**config.mk**
```make
export PLATFORM = sky130hd
export DESIGN_NAME = sdbp_datapath
export DESIGN_NICKNAME = d
export VERILOG_FILES = /design/src/sdbp_pkg.sv /design/src/sdbp_datapath.sv
export SDC_FILE = /design/constraint.sdc
export NUM_CORES = 2
export LEC_CHECK = 0
export BUFFER_PORTS_ARGS = -buffer_cell sky130_fd_sc_hd__buf_4
export CAP_MARGIN = 20
export CELL_PAD_IN_SITES_DETAIL_PLACEMENT = 1
export CELL_PAD_IN_SITES_GLOBAL_PLACEMENT = 2
export CORE_AREA = 4 4 494 374
export CTS_CLUSTER_SIZE = 25
export DETAILED_ROUTE_END_ITERATION = 10
export DIE_AREA = 0 0 498 378
export HOLD_SLACK_MARGIN = 0.15
export PLACE_DENSITY_LB_ADDON = 0.1
export RECOVER_POWER = 50
export SLEW_MARGIN = 20
export SYNTH_ARGS = -nofsm -noshare
export SYNTH_HDL_FRONTEND = slang
export SYNTH_SLANG_ARGS = --single-unit
```
**constraint.sdc**
```tcl
create_clock -name clock -period 37.8 [get_ports clock]
set_input_delay 1.89 -clock clock [delete_from_list [all_inputs] [get_ports clock]]
set_output_delay 1.89 -clock clock [all_outputs]
set_load 0.05 [all_outputs]
```
**src/sdbp_pkg.sv**
```systemverilog
// ----------------------------------------------------------------------------
// sdbp_pkg
// Shared types, codes and helpers for the slew-rate dual update block.
// ----------------------------------------------------------------------------
`default_nettype none

package sdbp_pkg;

   // Default sizing
   localparam int SDBP_MAX_POINTS = 1024;
   localparam int SDBP_FRAC_BITS  = 16;

   // Width of one exact product and of the accumulator
   localparam int PROD_W = 65;

   // Configuration reset values
   localparam logic [30:0] WEIGHT_RST       = 31'd65536;
   localparam logic [30:0] DUAL_STEP_RST    = 31'd32768;
   localparam logic [30:0] CLAMP_LIMIT_RST  = 31'd0;
   localparam logic [17:0] RELAX_FACTOR_RST = 18'd65536;
   localparam logic [10:0] VECTOR_LEN_RST   = 11'd1024;

   // Configuration register indexes
   typedef enum logic [2:0] {
      CSR_WEIGHT       = 3'd0,
      CSR_DUAL_STEP    = 3'd1,
      CSR_CLAMP_LIMIT  = 3'd2,
      CSR_RELAX_FACTOR = 3'd3,
      CSR_VECTOR_LEN   = 3'd4
   } csr_index_type;

   // Request operations
   typedef enum logic [1:0] {
      OP_UPDATE  = 2'd0,
      OP_ADJOINT = 2'd1,
      OP_SCALE   = 2'd2
   } op_type;

   // Result kinds
   typedef enum logic {
      KIND_DUAL    = 1'b0,
      KIND_ADJOINT = 1'b1
   } kind_type;

   // How the adjoint difference is formed
   typedef enum logic [1:0] {
      ADJ_NEG  = 2'd0,
      ADJ_POS  = 2'd1,
      ADJ_DIFF = 2'd2
   } adj_type;

   // Sequencer steps
   typedef enum logic [13:0] {
      ST_CLEAR  = 14'b00_0000_0000_0001,
      ST_IDLE   = 14'b00_0000_0000_0010,
      ST_LOAD   = 14'b00_0000_0000_0100,
      ST_ADJ_D  = 14'b00_0000_0000_1000,
      ST_MUL_T  = 14'b00_0000_0001_0000,
      ST_CLAMP  = 14'b00_0000_0010_0000,
      ST_MUL_S  = 14'b00_0000_0100_0000,
      ST_ZBAR   = 14'b00_0000_1000_0000,
      ST_MUL_R1 = 14'b00_0001_0000_0000,
      ST_MUL_R2 = 14'b00_0010_0000_0000,
      ST_SUM    = 14'b00_0100_0000_0000,
      ST_MUL_X  = 14'b00_1000_0000_0000,
      ST_RND    = 14'b01_0000_0000_0000,
      ST_DONE   = 14'b10_0000_0000_0000
   } step_type;

   // Configuration registers
   typedef struct packed {
      logic [30:0] weight;
      logic [30:0] dual_step;
      logic [30:0] clamp_limit;
      logic [17:0] relax_factor;
      logic [10:0] vector_length;
   } cfg_type;

   // Sequencer to datapath control
   typedef struct packed {
      step_type step;
      adj_type  adj;
      logic     is_scale;
      logic     accept;
      logic     prev_take;
      logic     emit;
   } ctrl_type;

   // Saturate a wide signed value to 32 bits
   function automatic logic signed [31:0] sat_word(input logic signed [PROD_W-1:0] v);
      logic in_range;
      in_range = (&v[PROD_W-1:31]) | ~(|v[PROD_W-1:31]);
      if (in_range) begin
         return v[31:0];
      end else if (v[PROD_W-1]) begin
         return 32'sh8000_0000;
      end else begin
         return 32'sh7FFF_FFFF;
      end
   endfunction

   // Sign-extend a word to product width
   function automatic logic signed [PROD_W-1:0] sext_word(input logic signed [31:0] v);
      return {{(PROD_W-32){v[31]}}, v};
   endfunction

endpackage

`default_nettype wire

```
**src/sdbp_datapath.sv**
```systemverilog
// ----------------------------------------------------------------------------
// sdbp_datapath
// Operand registers, the shared multiplier and the rounding/saturation logic.
// ----------------------------------------------------------------------------
`default_nettype none

module sdbp_datapath #(
   parameter int FRAC_BITS = sdbp_pkg::SDBP_FRAC_BITS
) (
   input  wire logic                        clock,
   input  wire logic                        reset,
   input  wire sdbp_pkg::ctrl_type          ctrl,
   input  wire sdbp_pkg::cfg_type           cfg,
   input  wire logic signed [31:0]          sample_value,
   input  wire logic [30:0]                 scale_factor,
   input  wire logic signed [31:0]          mem_rdata,
   output      logic signed [31:0]          mem_wdata,
   output      logic signed [31:0]          result_value
);

   import sdbp_pkg::*;

   localparam logic signed [PROD_W-1:0] HALF_T = PROD_W'(1) << (FRAC_BITS - 2);
   localparam logic signed [PROD_W-1:0] HALF_F = PROD_W'(1) << (FRAC_BITS - 1);

   logic signed [31:0]        prev_ff, prev_in;
   logic signed [32:0]        h_ff, h_in;
   logic [30:0]               scale_ff, scale_in;
   logic signed [31:0]        zold_ff, zold_in;
   logic signed [31:0]        b_ff, b_in;
   logic signed [31:0]        t_ff, t_in;
   logic signed [31:0]        zbar_ff, zbar_in;
   logic signed [32:0]        d_ff, d_in;
   logic signed [PROD_W-1:0]  prod_ff, prod_in;
   logic signed [PROD_W-1:0]  acc_ff, acc_in;
   logic signed [31:0]        res_ff, res_in;
   logic signed [31:0]        out_ff, out_in;

   logic signed [33:0]        diff;
   logic signed [32:0]        mul_a;
   logic signed [31:0]        mul_b;
   logic signed [31:0]        one_m_relax;
   logic signed [31:0]        lim;
   logic signed [31:0]        t_raw;
   logic                      mul_step;

   // Shared multiplier operand selection
   always_comb begin
      mul_a       = '0;
      mul_b       = '0;
      mul_step    = 1'b0;
      one_m_relax = (32'sd1 <<< FRAC_BITS) - $signed({14'b0, cfg.relax_factor});
      case (ctrl.step)
         ST_MUL_T: begin
            mul_a    = {b_ff[31], b_ff};
            mul_b    = {1'b0, cfg.weight};
            mul_step = 1'b1;
         end
         ST_MUL_S: begin
            mul_a    = {t_ff[31], t_ff};
            mul_b    = {1'b0, cfg.dual_step};
            mul_step = 1'b1;
         end
         ST_MUL_R1: begin
            mul_a    = {zbar_ff[31], zbar_ff};
            mul_b    = {14'b0, cfg.relax_factor};
            mul_step = 1'b1;
         end
         ST_MUL_R2: begin
            mul_a    = {zold_ff[31], zold_ff};
            mul_b    = one_m_relax;
            mul_step = 1'b1;
         end
         ST_MUL_X: begin
            if (ctrl.is_scale) begin
               mul_a = {zold_ff[31], zold_ff};
               mul_b = {1'b0, scale_ff};
            end else begin
               mul_a = d_ff;
               mul_b = {1'b0, cfg.weight};
            end
            mul_step = 1'b1;
         end
         default: begin
            mul_step = 1'b0;
         end
      endcase
   end

   // Next values of the working registers
   always_comb begin
      prev_in  = prev_ff;
      h_in     = h_ff;
      scale_in = scale_ff;
      zold_in  = zold_ff;
      b_in     = b_ff;
      t_in     = t_ff;
      zbar_in  = zbar_ff;
      d_in     = d_ff;
      acc_in   = acc_ff;
      res_in   = res_ff;
      out_in   = out_ff;
      prod_in  = mul_step ? (mul_a * mul_b) : prod_ff;

      // Half difference to the previous sample, rounded up on ties
      diff  = {{2{sample_value[31]}}, sample_value} - {{2{prev_ff[31]}}, prev_ff} + 34'sd1;
      lim   = $signed({1'b0, cfg.clamp_limit});
      t_raw = sat_word((prod_ff + HALF_T) >>> (FRAC_BITS - 1));

      // Capture request fields
      if (ctrl.accept) begin
         scale_in = scale_factor;
      end
      if (ctrl.prev_take) begin
         prev_in = sample_value;
         h_in    = diff[33:1];
      end

      case (ctrl.step)
         ST_LOAD: begin
            zold_in = mem_rdata;
            b_in    = sat_word(sext_word(mem_rdata) + {{(PROD_W-33){h_ff[32]}}, h_ff});
         end
         ST_ADJ_D: begin
            case (ctrl.adj)
               ADJ_NEG:  d_in = -{zold_ff[31], zold_ff};
               ADJ_POS:  d_in = {zold_ff[31], zold_ff};
               ADJ_DIFF: d_in = {zold_ff[31], zold_ff} - {mem_rdata[31], mem_rdata};
               default:  d_in = {zold_ff[31], zold_ff};
            endcase
         end
         ST_CLAMP: begin
            if (t_raw > lim) begin
               t_in = lim;
            end else if (t_raw < -lim) begin
               t_in = -lim;
            end else begin
               t_in = t_raw;
            end
         end
         ST_ZBAR: begin
            zbar_in = sat_word(sext_word(b_ff) - ((prod_ff + HALF_F) >>> FRAC_BITS));
         end
         ST_MUL_R2: begin
            acc_in = prod_ff + HALF_F;
         end
         ST_SUM: begin
            res_in = sat_word((acc_ff + prod_ff) >>> FRAC_BITS);
         end
         ST_RND: begin
            res_in = sat_word((prod_ff + HALF_F) >>> FRAC_BITS);
         end
         default: begin
            res_in = res_ff;
         end
      endcase

      // Load the output register
      if (ctrl.emit) begin
         out_in = res_ff;
      end
   end

   // Previous sample is architectural state
   always_ff @(posedge clock) begin
      if (reset) begin
         prev_ff <= '0;
      end else begin
         prev_ff <= prev_in;
      end
   end

   // Working payload registers
   always_ff @(posedge clock) begin
      h_ff     <= h_in;
      scale_ff <= scale_in;
      zold_ff  <= zold_in;
      b_ff     <= b_in;
      t_ff     <= t_in;
      zbar_ff  <= zbar_in;
      d_ff     <= d_in;
      prod_ff  <= prod_in;
      acc_ff   <= acc_in;
      res_ff   <= res_in;
      out_ff   <= out_in;
   end

   assign mem_wdata    = (ctrl.step == ST_CLEAR) ? 32'sd0 : res_ff;
   assign result_value = out_ff;

endmodule

`default_nettype wire

```
==> flow_summary.yaml <==
timing:
  fin_crit_ps: 15410
  max_freq_ghz: 0.0649
  worst_pin_slew_ps: 4150
  final_max_slew_viol_count: 411
  layout_setup_ws_ps: 22390
  rsz0062_at_grt: "false"
  hold_ws_ps: 438
  relSlewSlack_pct: -176
  fin_tns_setup_ps: 0
  min_period_over_period_pct: 40.8
  fin_worst_skew_ps: 45.9
  setup_violations: 0
  hold_viol: 0
outcome:
  status: "finished, violations left"
  violations: "max-capacitance violations, max-slew violations"
global_routing:
  track_usage_pct: 30.2
  grt-ovfl-total: 0
  grt_pass1_wl_um: 422000
  grt_max_degree: 82
  grt_pass1_vias: 62400
  antenna_found_initial: 29
synth:
  synthArstFlopShare_pct: 0
  ys.flop_type: "edfxtp_1"
  ys_ff_latch: 451
  yosysWarningCount: 0
  synth-edff-count: 419
  syn_area_sq_mm: 0.0717
  synth_cells: 7903
  synthesis.nets: 9751
  ys_types: 124
  seq_area_frac_synth_pct: 18.4
  avgSynthCellArea_sq_um: 9.07
critical_path:
  cp-start-kind: "primary input"
  worstSetupStartpoint: "cfg[11]"
  r2r_end: "prod_ff[63]"
  critical_path.slowest_cell: "xnor2_1"
  worstPathArrival_ps: 15770
  cpPeakStageDelay_ps: 870
  crit_end: "prod_ff[63]"
  crit_fanout: 19
  crit_type: "in2reg"
  required_ps: 38150
  r2r_start: "b_ff[31]"
  end_kind: "flop"
  rrSetupSlack_ps: 25680
  reg2reg_depth: 28
clock_tree:
  cts.clk_slew.worst_paths_ps: 70
  cts_buffers: 54
  ctsHoldBuffers: 0
  h-tree-depth: 2
  insertion_delay_ps: 710
  cts_tree: "yes"
  cts_resized: 0
  clk_path_buf_depth: 3
  clockRootBuffer: "clkbuf_16"
  cts.sinks: 451
  post_cts_buffers: 0
pwr:
  p_leak_nw: 35.1
  power_mw: 1.33
  power_density_mw_per_mm2: 17.0
  irDropWorstVdd_v: 0.0000367
drt:
  drt-total-wl_um: 285000
  final_antenna_net_count: 0
  drc: 0
  vias: 59400
  first_iter_violations: 4883
  wire_per_inst_um: 27.3
  detail_route.first_pass.iterations: 6
  via_per_inst: 5.67
place:
  dp.cells: 10400
  pre_cts_ws_ps: 22090
  hpwlAfterDp_um: 233000
  dpl_cell_area_sq_mm: 0.0765
  place.gp.congestion: 0.957
  portBuffers: 291
run:
  maxCapViolCount: 9
floorplan:
  chipWidth_um: 498
  row_count: 135
  core-area_sq_mm: 0.180
  ios: 303
  start_util_pct: 39.9
  die_area_sq_mm: 0.188
  dieHeight_um: 378
final_layout:
  syn2layout_area_growth_pct: 8.62
  layout.nets: 9868
  final_core_util_pct: 43.3
  fin_area_sq_mm: 0.0779
  fin_cells: 10500
  drive_above_1_share_pct: 7.22
min_path:
  hold_path.class: "reg2reg"
cell type report:
type | count | area, sq um
Inverter | 1353 | 5080
Tap cell | 2397 | 3000
Antenna cell | 11 | 27.5
Fill cell | 20800 | 102000
Multi-Input combinational cell | 5742 | 52000
Timing Repair Buffer | 418 | 2870
Clock inverter | 26 | 255
Clock buffer | 74 | 1450
Sequential cell | 451 | 13200
how the worst min path moves through the flow:
stage	start	end	slack (ps)	depth (start not counted)
after floorplan	res_ff[0]	result_value[0]	420	0
after global placement	res_ff[28]	result_value[28]	430	0
after detailed placement	res_ff[24]	result_value[24]	430	0
after CTS	prod_ff[5]	acc_ff[5]	440	0
after global routing	res_ff[27]	result_value[27]	450	0
final	prod_ff[5]	acc_ff[5]	440	0
flip-flops by register name, indices dropped and copies added, names as in the netlist:
register      flops
prod_ff          65
scale_ff         31
b_ff             32
result_value     32
d_ff             33
prev_ff          32
zbar_ff          32
zold_ff          32
h_ff             33
t_ff             32
res_ff           32
acc_ff           65
logic make-up after synthesis:
logic type                 count (synthesis)  share of synthesized area [%]
and+or+nand+nor                         2427                           15.3
buffers and inverters                   1710                           9.40
adders and majority gates               1609                           39.8
AOI/OAI and AO/OA                       1317                           12.2
DFF                                      451                           18.4
xor gates and xnor gates                 346                           4.23
muxes                                     43                          0.604
metal layers:
layer | vias up | routed length, um | GRT usage (%)
met5 | - | 89 | 0
met4 | 14 | 10300 | 9.00
met3 | 348 | 22100 | 5.16
met2 | 1934 | 118000 | 44.0
met1 | 31000 | 135000 | 45.6
li1 | 26000 | - | -
critical path, delay by kind of cell:
kind | cells | cell delay [ps]
fa+ha+maj | 10 | 4590
buf+inv | 11 | 1410
simple gates | 9 | 3170
xor+xnor | 1 | 870
compound gates | 11 | 3730
placed cells by master, fill, tap and decap left out, types with 17 or more instances in the layout:
| cell | n |
|---|---|
| fa_1 | 1116 |
| inv_1 | 1350 |
| and3_1 | 72 |
| o21ai_0 | 249 |
| nand2_1 | 952 |
| clkbuf_4 | 32 |
| ha_1 | 493 |
| a211oi_1 | 36 |
| a31oi_1 | 27 |
| a21o_1 | 133 |
| and2_1 | 43 |
| clkbuf_16 | 54 |
| nor4_1 | 34 |
| edfxtp_1 | 419 |
| xnor2_1 | 213 |
| o211ai_1 | 35 |
| nand3_1 | 145 |
| a21oi_1 | 397 |
| o21a_1 | 49 |
| nand4_1 | 91 |
| nor2_1 | 689 |
| a22oi_1 | 87 |
| a222oi_1 | 28 |
| o21bai_1 | 31 |
| xor2_1 | 131 |
| or2_2 | 17 |
| dfxtp_1 | 32 |
| nor2b_1 | 77 |
| buf_4 | 309 |
| clkbuf_1 | 94 |
| a211oi_2 | 31 |
| nor3_1 | 94 |
| or3_1 | 51 |
| mux2i_1 | 41 |
| nand2b_1 | 50 |
cell usage after synthesis (36+ instances only):
| cell | count | share of area, % |
|---|---|---|
| ha_1 | 493 | 8.6 |
| and2_1 | 45 | 0.39 |
| and3_1 | 74 | 0.65 |
| nor2b_1 | 85 | 0.74 |
| a211oi_1 | 36 | 0.38 |
| nand2_1 | 955 | 5.0 |
| nand4_1 | 91 | 0.79 |
| inv_1 | 1350 | 7.1 |
| clkbuf_1 | 218 | 1.1 |
| a21oi_1 | 400 | 2.8 |
| mux2i_1 | 41 | 0.57 |
| nor3_1 | 94 | 0.66 |
| o21a_1 | 49 | 0.51 |
| xnor2_1 | 215 | 2.6 |
| o21ai_0 | 249 | 1.7 |
| a22oi_1 | 87 | 0.91 |
| nor2_1 | 691 | 3.6 |
| xor2_1 | 131 | 1.6 |
| fa_1 | 1116 | 31 |
| nand2b_1 | 50 | 0.44 |
| buf_2 | 93 | 0.65 |
| or3_1 | 50 | 0.44 |
| edfxtp_1 | 419 | 18 |
| nand3_1 | 159 | 1.1 |
| a21o_1 | 133 | 1.4 |
where the power goes:
part | total, mW | internal, mW | switching [mW]
clock network | 0.531 | 0.284 | 0.247
registers | 0.568 | 0.564 | 0.00469
logic | 0.226 | 0.0901 | 0.136
total | 1.33 | 0.938 | 0.389
No activity file was read; power rests on OpenSTA's default activity.
