**src/sdbp_pkg.sv**
```systemverilog
// ----------------------------------------------------------------------------
// sdbp_pkg
// Shared types, codes and helpers for the slew-rate dual update block.
// ----------------------------------------------------------------------------
`default_nettype none

package sdbp_pkg;

   // Default sizing
   localparam int SDBP_MAX_POINTS = 1024;
   localparam int SDBP_FRAC_BITS  = 16;

   // Width of one exact product and of the accumulator
   localparam int PROD_W = 65;

   // Configuration reset values
   localparam logic [30:0] WEIGHT_RST       = 31'd65536;
   localparam logic [30:0] DUAL_STEP_RST    = 31'd32768;
   localparam logic [30:0] CLAMP_LIMIT_RST  = 31'd0;
   localparam logic [17:0] RELAX_FACTOR_RST = 18'd65536;
   localparam logic [10:0] VECTOR_LEN_RST   = 11'd1024;

   // Configuration register indexes
   typedef enum logic [2:0] {
      CSR_WEIGHT       = 3'd0,
      CSR_DUAL_STEP    = 3'd1,
      CSR_CLAMP_LIMIT  = 3'd2,
      CSR_RELAX_FACTOR = 3'd3,
      CSR_VECTOR_LEN   = 3'd4
   } csr_index_type;

   // Request operations
   typedef enum logic [1:0] {
      OP_UPDATE  = 2'd0,
      OP_ADJOINT = 2'd1,
      OP_SCALE   = 2'd2
   } op_type;

   // Result kinds
   typedef enum logic {
      KIND_DUAL    = 1'b0,
      KIND_ADJOINT = 1'b1
   } kind_type;

   // How the adjoint difference is formed
   typedef enum logic [1:0] {
      ADJ_NEG  = 2'd0,
      ADJ_POS  = 2'd1,
      ADJ_DIFF = 2'd2
   } adj_type;

   // Sequencer steps
   typedef enum logic [13:0] {
      ST_CLEAR  = 14'b00_0000_0000_0001,
      ST_IDLE   = 14'b00_0000_0000_0010,
      ST_LOAD   = 14'b00_0000_0000_0100,
      ST_ADJ_D  = 14'b00_0000_0000_1000,
      ST_MUL_T  = 14'b00_0000_0001_0000,
      ST_CLAMP  = 14'b00_0000_0010_0000,
      ST_MUL_S  = 14'b00_0000_0100_0000,
      ST_ZBAR   = 14'b00_0000_1000_0000,
      ST_MUL_R1 = 14'b00_0001_0000_0000,
      ST_MUL_R2 = 14'b00_0010_0000_0000,
      ST_SUM    = 14'b00_0100_0000_0000,
      ST_MUL_X  = 14'b00_1000_0000_0000,
      ST_RND    = 14'b01_0000_0000_0000,
      ST_DONE   = 14'b10_0000_0000_0000
   } step_type;

   // Configuration registers
   typedef struct packed {
      logic [30:0] weight;
      logic [30:0] dual_step;
      logic [30:0] clamp_limit;
      logic [17:0] relax_factor;
      logic [10:0] vector_length;
   } cfg_type;

   // Sequencer to datapath control
   typedef struct packed {
      step_type step;
      adj_type  adj;
      logic     is_scale;
      logic     accept;
      logic     prev_take;
      logic     emit;
   } ctrl_type;

   // Saturate a wide signed value to 32 bits
   function automatic logic signed [31:0] sat_word(input logic signed [PROD_W-1:0] v);
      logic in_range;
      in_range = (&v[PROD_W-1:31]) | ~(|v[PROD_W-1:31]);
      if (in_range) begin
         return v[31:0];
      end else if (v[PROD_W-1]) begin
         return 32'sh8000_0000;
      end else begin
         return 32'sh7FFF_FFFF;
      end
   endfunction

   // Sign-extend a word to product width
   function automatic logic signed [PROD_W-1:0] sext_word(input logic signed [31:0] v);
      return {{(PROD_W-32){v[31]}}, v};
   endfunction

endpackage

`default_nettype wire

```
**src/sdbp_seq.sv**
```systemverilog
// ----------------------------------------------------------------------------
// sdbp_seq
// Sequencer: request decode, memory addressing, step order and result control.
// ----------------------------------------------------------------------------
`default_nettype none

module sdbp_seq #(
   parameter int MAX_POINTS = sdbp_pkg::SDBP_MAX_POINTS,
   parameter int AW         = $clog2(sdbp_pkg::SDBP_MAX_POINTS)
) (
   input  wire logic                 clock,
   input  wire logic                 reset,
   input  wire sdbp_pkg::cfg_type    cfg,
   input  wire logic                 req_valid,
   output      logic                 req_stall,
   input  wire logic [1:0]           req_operation,
   input  wire logic [9:0]           req_sample_index,
   output      logic                 rsp_valid,
   input  wire logic                 rsp_stall,
   output      logic [9:0]           rsp_result_index,
   output      logic                 rsp_result_kind,
   output      sdbp_pkg::ctrl_type   ctrl,
   output      logic                 mem_wr_en,
   output      logic [AW-1:0]        mem_wr_addr,
   output      logic [AW-1:0]        mem_rd_addr
);

   import sdbp_pkg::*;

   localparam int LW = $clog2(MAX_POINTS + 1);
   localparam int CW = (LW > 11) ? LW : 11;

   step_type        state_ff, state_in;
   op_type          op_ff, op_in;
   adj_type         adj_ff, adj_in;
   logic [9:0]      ridx_ff, ridx_in;
   logic [AW-1:0]   clr_ff, clr_in;
   logic            rsp_valid_ff, rsp_valid_in;
   logic [9:0]      rsp_idx_ff, rsp_idx_in;
   kind_type        rsp_kind_ff, rsp_kind_in;

   logic [CW-1:0]   vlen;
   logic [CW-1:0]   len;
   logic [CW-1:0]   idx_c;
   logic [9:0]      idx_m1;
   logic            idx_zero;
   logic            in_range;
   logic            scale_range;
   logic            accept;
   logic            out_free;
   logic            emit;
   op_type          req_op;
   kind_type        op_kind;

   // Effective waveform length
   always_comb begin
      vlen = CW'(cfg.vector_length);
      if (vlen < CW'(2)) begin
         len = CW'(2);
      end else if (vlen > CW'(MAX_POINTS)) begin
         len = CW'(MAX_POINTS);
      end else begin
         len = vlen;
      end
   end

   assign req_op      = op_type'(req_operation);
   assign idx_c       = CW'(req_sample_index);
   assign idx_m1      = req_sample_index - 10'd1;
   assign idx_zero    = (req_sample_index == 10'd0);
   assign in_range    = (idx_c < len);
   assign scale_range = (idx_c < (len - CW'(1)));

   assign accept   = req_valid && (state_ff == ST_IDLE);
   assign out_free = !rsp_valid_ff || !rsp_stall;
   assign emit     = (state_ff == ST_DONE) && out_free;
   assign op_kind  = (op_ff == OP_ADJOINT) ? KIND_ADJOINT : KIND_DUAL;

   // Step sequencing
   always_comb begin
      state_in     = state_ff;
      op_in        = op_ff;
      adj_in       = adj_ff;
      ridx_in      = ridx_ff;
      clr_in       = clr_ff;
      rsp_valid_in = rsp_valid_ff;
      rsp_idx_in   = rsp_idx_ff;
      rsp_kind_in  = rsp_kind_ff;
      mem_rd_addr  = AW'(ridx_ff);
      ctrl.prev_take = 1'b0;

      // Drop the result once it is taken
      if (rsp_valid_ff && !rsp_stall) begin
         rsp_valid_in = 1'b0;
      end

      case (state_ff)
         ST_CLEAR: begin
            clr_in = clr_ff + AW'(1);
            if (clr_ff == AW'(MAX_POINTS - 1)) begin
               state_in = ST_IDLE;
            end
         end
         ST_IDLE: begin
            mem_rd_addr = (req_op == OP_SCALE) ? AW'(req_sample_index)
                        : (idx_zero ? AW'(0) : AW'(idx_m1));
            if (accept) begin
               op_in = req_op;
               case (req_op)
                  OP_UPDATE: begin
                     if (in_range) begin
                        ctrl.prev_take = 1'b1;
                        ridx_in        = idx_m1;
                        if (!idx_zero) begin
                           state_in = ST_LOAD;
                        end
                     end
                  end
                  OP_ADJOINT: begin
                     ridx_in = req_sample_index;
                     if (idx_zero) begin
                        adj_in = ADJ_NEG;
                     end else if (idx_c == len - CW'(1)) begin
                        adj_in = ADJ_POS;
                     end else begin
                        adj_in = ADJ_DIFF;
                     end
                     if (in_range) begin
                        state_in = ST_LOAD;
                     end
                  end
                  OP_SCALE: begin
                     ridx_in = req_sample_index;
                     if (scale_range) begin
                        state_in = ST_LOAD;
                     end
                  end
                  default: begin
                     state_in = ST_IDLE;
                  end
               endcase
            end
         end
         ST_LOAD: begin
            // Second neighbour read for the adjoint
            mem_rd_addr = AW'(ridx_ff);
            case (op_ff)
               OP_UPDATE:  state_in = ST_MUL_T;
               OP_ADJOINT: state_in = ST_ADJ_D;
               default:    state_in = ST_MUL_X;
            endcase
         end
         ST_ADJ_D:  state_in = ST_MUL_X;
         ST_MUL_T:  state_in = ST_CLAMP;
         ST_CLAMP:  state_in = ST_MUL_S;
         ST_MUL_S:  state_in = ST_ZBAR;
         ST_ZBAR:   state_in = ST_MUL_R1;
         ST_MUL_R1: state_in = ST_MUL_R2;
         ST_MUL_R2: state_in = ST_SUM;
         ST_SUM:    state_in = ST_DONE;
         ST_MUL_X:  state_in = ST_RND;
         ST_RND:    state_in = ST_DONE;
         ST_DONE: begin
            // Hold until the output register is free
            if (emit) begin
               rsp_valid_in = 1'b1;
               rsp_idx_in   = ridx_ff;
               rsp_kind_in  = op_kind;
               state_in     = ST_IDLE;
            end
         end
         default: begin
            state_in = ST_IDLE;
         end
      endcase

      ctrl.step     = state_ff;
      ctrl.adj      = adj_ff;
      ctrl.is_scale = (op_ff == OP_SCALE);
      ctrl.accept   = accept;
      ctrl.emit     = emit;
   end

   // Control registers
   always_ff @(posedge clock) begin
      if (reset) begin
         state_ff     <= ST_CLEAR;
         clr_ff       <= '0;
         rsp_valid_ff <= 1'b0;
      end else begin
         state_ff     <= state_in;
         clr_ff       <= clr_in;
         rsp_valid_ff <= rsp_valid_in;
      end
   end

   // Item payload registers
   always_ff @(posedge clock) begin
      op_ff       <= op_in;
      adj_ff      <= adj_in;
      ridx_ff     <= ridx_in;
      rsp_idx_ff  <= rsp_idx_in;
      rsp_kind_ff <= rsp_kind_in;
   end

   assign req_stall        = (state_ff != ST_IDLE);
   assign rsp_valid        = rsp_valid_ff;
   assign rsp_result_index = rsp_idx_ff;
   assign rsp_result_kind  = rsp_kind_ff;
   assign mem_wr_en        = (state_ff == ST_CLEAR) || (emit && (op_kind == KIND_DUAL));
   assign mem_wr_addr      = (state_ff == ST_CLEAR) ? clr_ff : AW'(ridx_ff);

endmodule

`default_nettype wire

```
**config.mk**
```make
export PLATFORM = sky130hd
export DESIGN_NAME = sdbp_seq
export DESIGN_NICKNAME = d
export VERILOG_FILES = /design/src/sdbp_pkg.sv /design/src/sdbp_seq.sv
export SDC_FILE = /design/constraint.sdc
export NUM_CORES = 1
export LEC_CHECK = 0
export BUFFER_PORTS_ARGS = -buffer_cell sky130_fd_sc_hd__buf_2
export CAP_MARGIN = 20
export CORE_MARGIN = 4
export CORE_UTILIZATION = 50
export CTS_BUF_LIST = sky130_fd_sc_hd__clkbuf_4 sky130_fd_sc_hd__clkbuf_8
export CTS_CLUSTER_DIAMETER = 30
export DETAILED_ROUTE_END_ITERATION = 7
export PLACE_DENSITY_LB_ADDON = 0.1
export RECOVER_POWER = 25
export SYNTH_ARGS = -nofsm -noshare
export SYNTH_HDL_FRONTEND = slang
export SYNTH_SLANG_ARGS = --single-unit
```
**constraint.sdc**
```tcl
create_clock -name clock -period 6.9 [get_ports clock]
set_input_delay 1.035 -clock clock [delete_from_list [all_inputs] [get_ports clock]]
set_output_delay 1.035 -clock clock [all_outputs]
set_load 0.005 [all_outputs]
```
==> metrics.yaml <==
global_route:
  number_of_antenna_violations_at_the_first_check_in_global_routing: 0
  grt_overflow_total: 0
  grt_util_all_layers: 0.218
  first_global_vias: 3038
  grt_pass1_wl_um: 14900
  grt_start_max_net_pins: 27
placement:
  dpl-instance-area_um2: 3940
  dp_cells: 567
  place.detailed.hpwl_um: 7040
  setup_slack_placement_ps: 1710
  io_buffers: 80
  finalWeightedCongestion: 0.818
yosys:
  synth_simple_gate_area_share: 0.301
  adder_cell_fraction_of_synth_area: 0.0957
  mappedNetlistArea_um2: 3530
  synth_top_flop_cell: "sky130_fd_sc_hd__edfxtp_1"
  ys_top_cells_by_area: "sky130_fd_sc_hd__edfxtp_1, sky130_fd_sc_hd__dfxtp_1, sky130_fd_sc_hd__ha_1, sky130_fd_sc_hd__nand2_1, sky130_fd_sc_hd__xor2_1"
  ys_ff_latch: 50
  netlist.top_cell.by_area: "sky130_fd_sc_hd__edfxtp_1"
  total_of_warnings_raised_by_yosys: 0
  synth.area.mux_share: 0.0117
  synth_xor_area_frac: 0.0546
  synth_top_family_by_area: "simple AND/OR/NAND/NOR gates"
  synth_cell_type_count: 60
  synthesis.instances: 408
  mean_instance_size_in_the_synthesized_netlist_um2: 8.65
  synth.yosys.seq_area_share: 0.355
  synth_async_sr_flop_share: 0
  post-synth-top-area-fraction: 0.213
  synthesis.nets: 573
  complex_gate_fraction_of_the_synthesized_area: 0.132
  synth_enable_flop_cells: 25
clock_tree:
  worst_setup_hold_path_clk_slew_ps: 90
  post_cts_hold_buffer_count: 0
  clock_sink_count: 50
  numCtsBuffers: 5
  clk_path_buf_depth: 2
  cts_root_buf: "sky130_fd_sc_hd__clkbuf_8"
  insertion_delay_ps: 310
  htree_num_levels: 2
  postCtsSetupRepairBufs: 0
  cts_resized: 0
  cts_tree: "built"
critical_path:
  worst_ep_arrival_time_ps: 4130
  startpoint: "cfg[2]"
  rr_endpoint: "ridx_ff[3]"
  reg2reg_slack_ps: 4090
  worst_reg2reg_startpoint: "state_ff[2]"
  critPathMaxFanout: 5
  r2r_cells: 6
  critical_path_required_ps: 5860
  criticalPathCategory: "in -> out"
  critPathLaunchType: "input port"
  worstSetupEndpointType: "output pin"
worst_hold_path:
  min_path_cells: 2
  worstHoldEndpoint: "clr_ff[1]"
  min_path_type: "reg -> reg"
  timing.hold.worst.start: "clr_ff[1]"
sta:
  max_slew_margin: 0.490
  worst_slew_pin_slew_ps: 765
  finalSetupViolCount: 0
  report.final.hold_viol_count: 0
  final_max_slew_viol_count: 0
  clock.fmax_mhz: 193
  rsz_0062_raised_after_global_routing: "false"
  finalWorstSetupSlack_ps: 1730
  timing.clock.skew_ps: 5.97
  timing.setup.tns_ps: 0
  post-route-min-period_ps: 5170
  final.period_utilization: 0.749
routing:
  dr_total_vias: 3185
  routedWlPerCell_um: 15.4
  drtIter0Drc: 200
  route.detailed.drc: 0
  detail_route.vias_per_cell: 5.54
  totalWireLength_um: 8870
  detailedRoute.firstPassIterationCount: 4
  drtAntennaViolNets: 0
finish:
  area.sequential_um2: 1250
  mostFrequentLayoutCell: "sky130_fd_sc_hd__buf_2"
  fin_util: 0.588
  finish.instance_area_um2: 4020
  design.final.nets: 643
  multi_input_area_um2: 2100
  mostFrequentLayoutCells: "sky130_fd_sc_hd__buf_2, sky130_fd_sc_hd__nand2_1, sky130_fd_sc_hd__nor2_1"
  fin_cells: 575
  drive_above_1_share: 0.213
  antenna_cells_inserted: 0
  layout.filler_cells: 662
  areaGrowthSynthToFinish_pct: 13.9
floorplan:
  die_height_um: 92.0
  die_width_um: 92.0
  std_cell_rows: 30
  fp.dieArea_um2: 8460
  core_area_um2: 6830
  start_util: 0.516
  io_pins: 192
power_and_ir_drop:
  total_leakage_power_uw: 0.00169
  worst_ir_drop_vdd_mv: 0.0915
  power_density_nw_per_um2: 158
run:
  max-cap-violations: 0
outcome:
  result_of_the_run: "completed"
-- flip-flops by register name, summed over array words and instances (netlist names) --
register and flops:
rsp_result_index 10, rsp_result_kind 1, clr_ff 10, rsp_valid 1, state_ff 14, op_ff 2, ridx_ff 10, adj_ff 2
-- through the flow --
stage,total power [µW],hold WS [ps]
floorplan,420,451
global placement,464,476
detailed placement,466,479
CTS,639,496
global route,670,548
finish,634,503
-- Yosys cell counts (3+ instances only) --
cell type	n
sky130_fd_sc_hd__nand2_1	51
sky130_fd_sc_hd__nor2_1	39
sky130_fd_sc_hd__ha_1	27
sky130_fd_sc_hd__a21oi_1	26
sky130_fd_sc_hd__dfxtp_1	25
sky130_fd_sc_hd__edfxtp_1	25
sky130_fd_sc_hd__o21ai_0	19
sky130_fd_sc_hd__xor2_1	17
sky130_fd_sc_hd__nor3_1	16
sky130_fd_sc_hd__nand2b_1	14
sky130_fd_sc_hd__inv_1	13
sky130_fd_sc_hd__nand3_1	13
sky130_fd_sc_hd__nor4_1	12
sky130_fd_sc_hd__clkbuf_1	9
sky130_fd_sc_hd__nor2b_1	8
sky130_fd_sc_hd__buf_6	6
sky130_fd_sc_hd__nand3b_1	6
sky130_fd_sc_hd__or3_1	6
sky130_fd_sc_hd__and4_1	5
sky130_fd_sc_hd__xnor2_1	5
sky130_fd_sc_hd__a31oi_1	4
sky130_fd_sc_hd__a21o_1	3
sky130_fd_sc_hd__and3_1	3
sky130_fd_sc_hd__mux2i_1	3
sky130_fd_sc_hd__o21ai_1	3
sky130_fd_sc_hd__o21bai_1	3
sky130_fd_sc_hd__o22ai_1	3
sky130_fd_sc_hd__or3_4	3
sky130_fd_sc_hd__or4_1	3
-- per-layer routing --
layer  global-route usage  part of all wire  vias to the layer above
met5                    0                 0                        -
li1                     -                 -                     1604
met2                0.326              0.42                      119
met3               0.0402             0.086                        9
met4               0.0483             0.011                        0
met1                0.326              0.49                     1453
-- cells by family after synthesis --
group / count (synthesis)
flops: 50
compound gates: 76
fa+ha+maj: 27
xor+xnor: 22
simple gates: 197
buf+inv: 32
mux: 4
-- critical path: stages --
cell	delay, ps
sky130_fd_sc_hd__buf_2	130
sky130_fd_sc_hd__or4_1	600
sky130_fd_sc_hd__or3_1	430
sky130_fd_sc_hd__o31ai_2	350
sky130_fd_sc_hd__nand2_1	120
sky130_fd_sc_hd__ha_1	180
sky130_fd_sc_hd__a2111oi_0	370
sky130_fd_sc_hd__a31oi_1	210
sky130_fd_sc_hd__o21ai_0	190
sky130_fd_sc_hd__a21oi_1	110
sky130_fd_sc_hd__nor3b_1	240
sky130_fd_sc_hd__buf_2	160
-- area by class of cell --
class | count | share of cell area
multi-input cells | 326 | 0.522
flip-flops and latches | 50 | 0.311
repair buffers | 82 | 0.102
well taps | 96 | 0.0299
clock buffers | 6 | 0.0190
inverters | 13 | 0.0121
clock inverters | 2 | 0.00342
-- where the power goes --
group | switching [µW] | total (µW) | internal, µW | leakage (µW)
Clock | 98.3 | 174 | 75.7 | 0.0000486
Combinational | 82.6 | 138 | 55.5 | 0.00122
Sequential | 6.12 | 322 | 316 | 0.000427
-- how the worst max path moves through the flow --
stage | end | slack, ps | depth (start not counted)
3_5_place_dp | ctrl[1] | 1710 | 12
6_report | ctrl[1] | 1730 | 12
2_1_floorplan | ridx_ff[0] | 2300 | 10
5_1_grt | ctrl[1] | 1380 | 12
3_3_place_gp | ctrl[1] | 1740 | 12
4_1_cts | ctrl[1] | 1700 | 12
(Power assumes the default switching activity.)
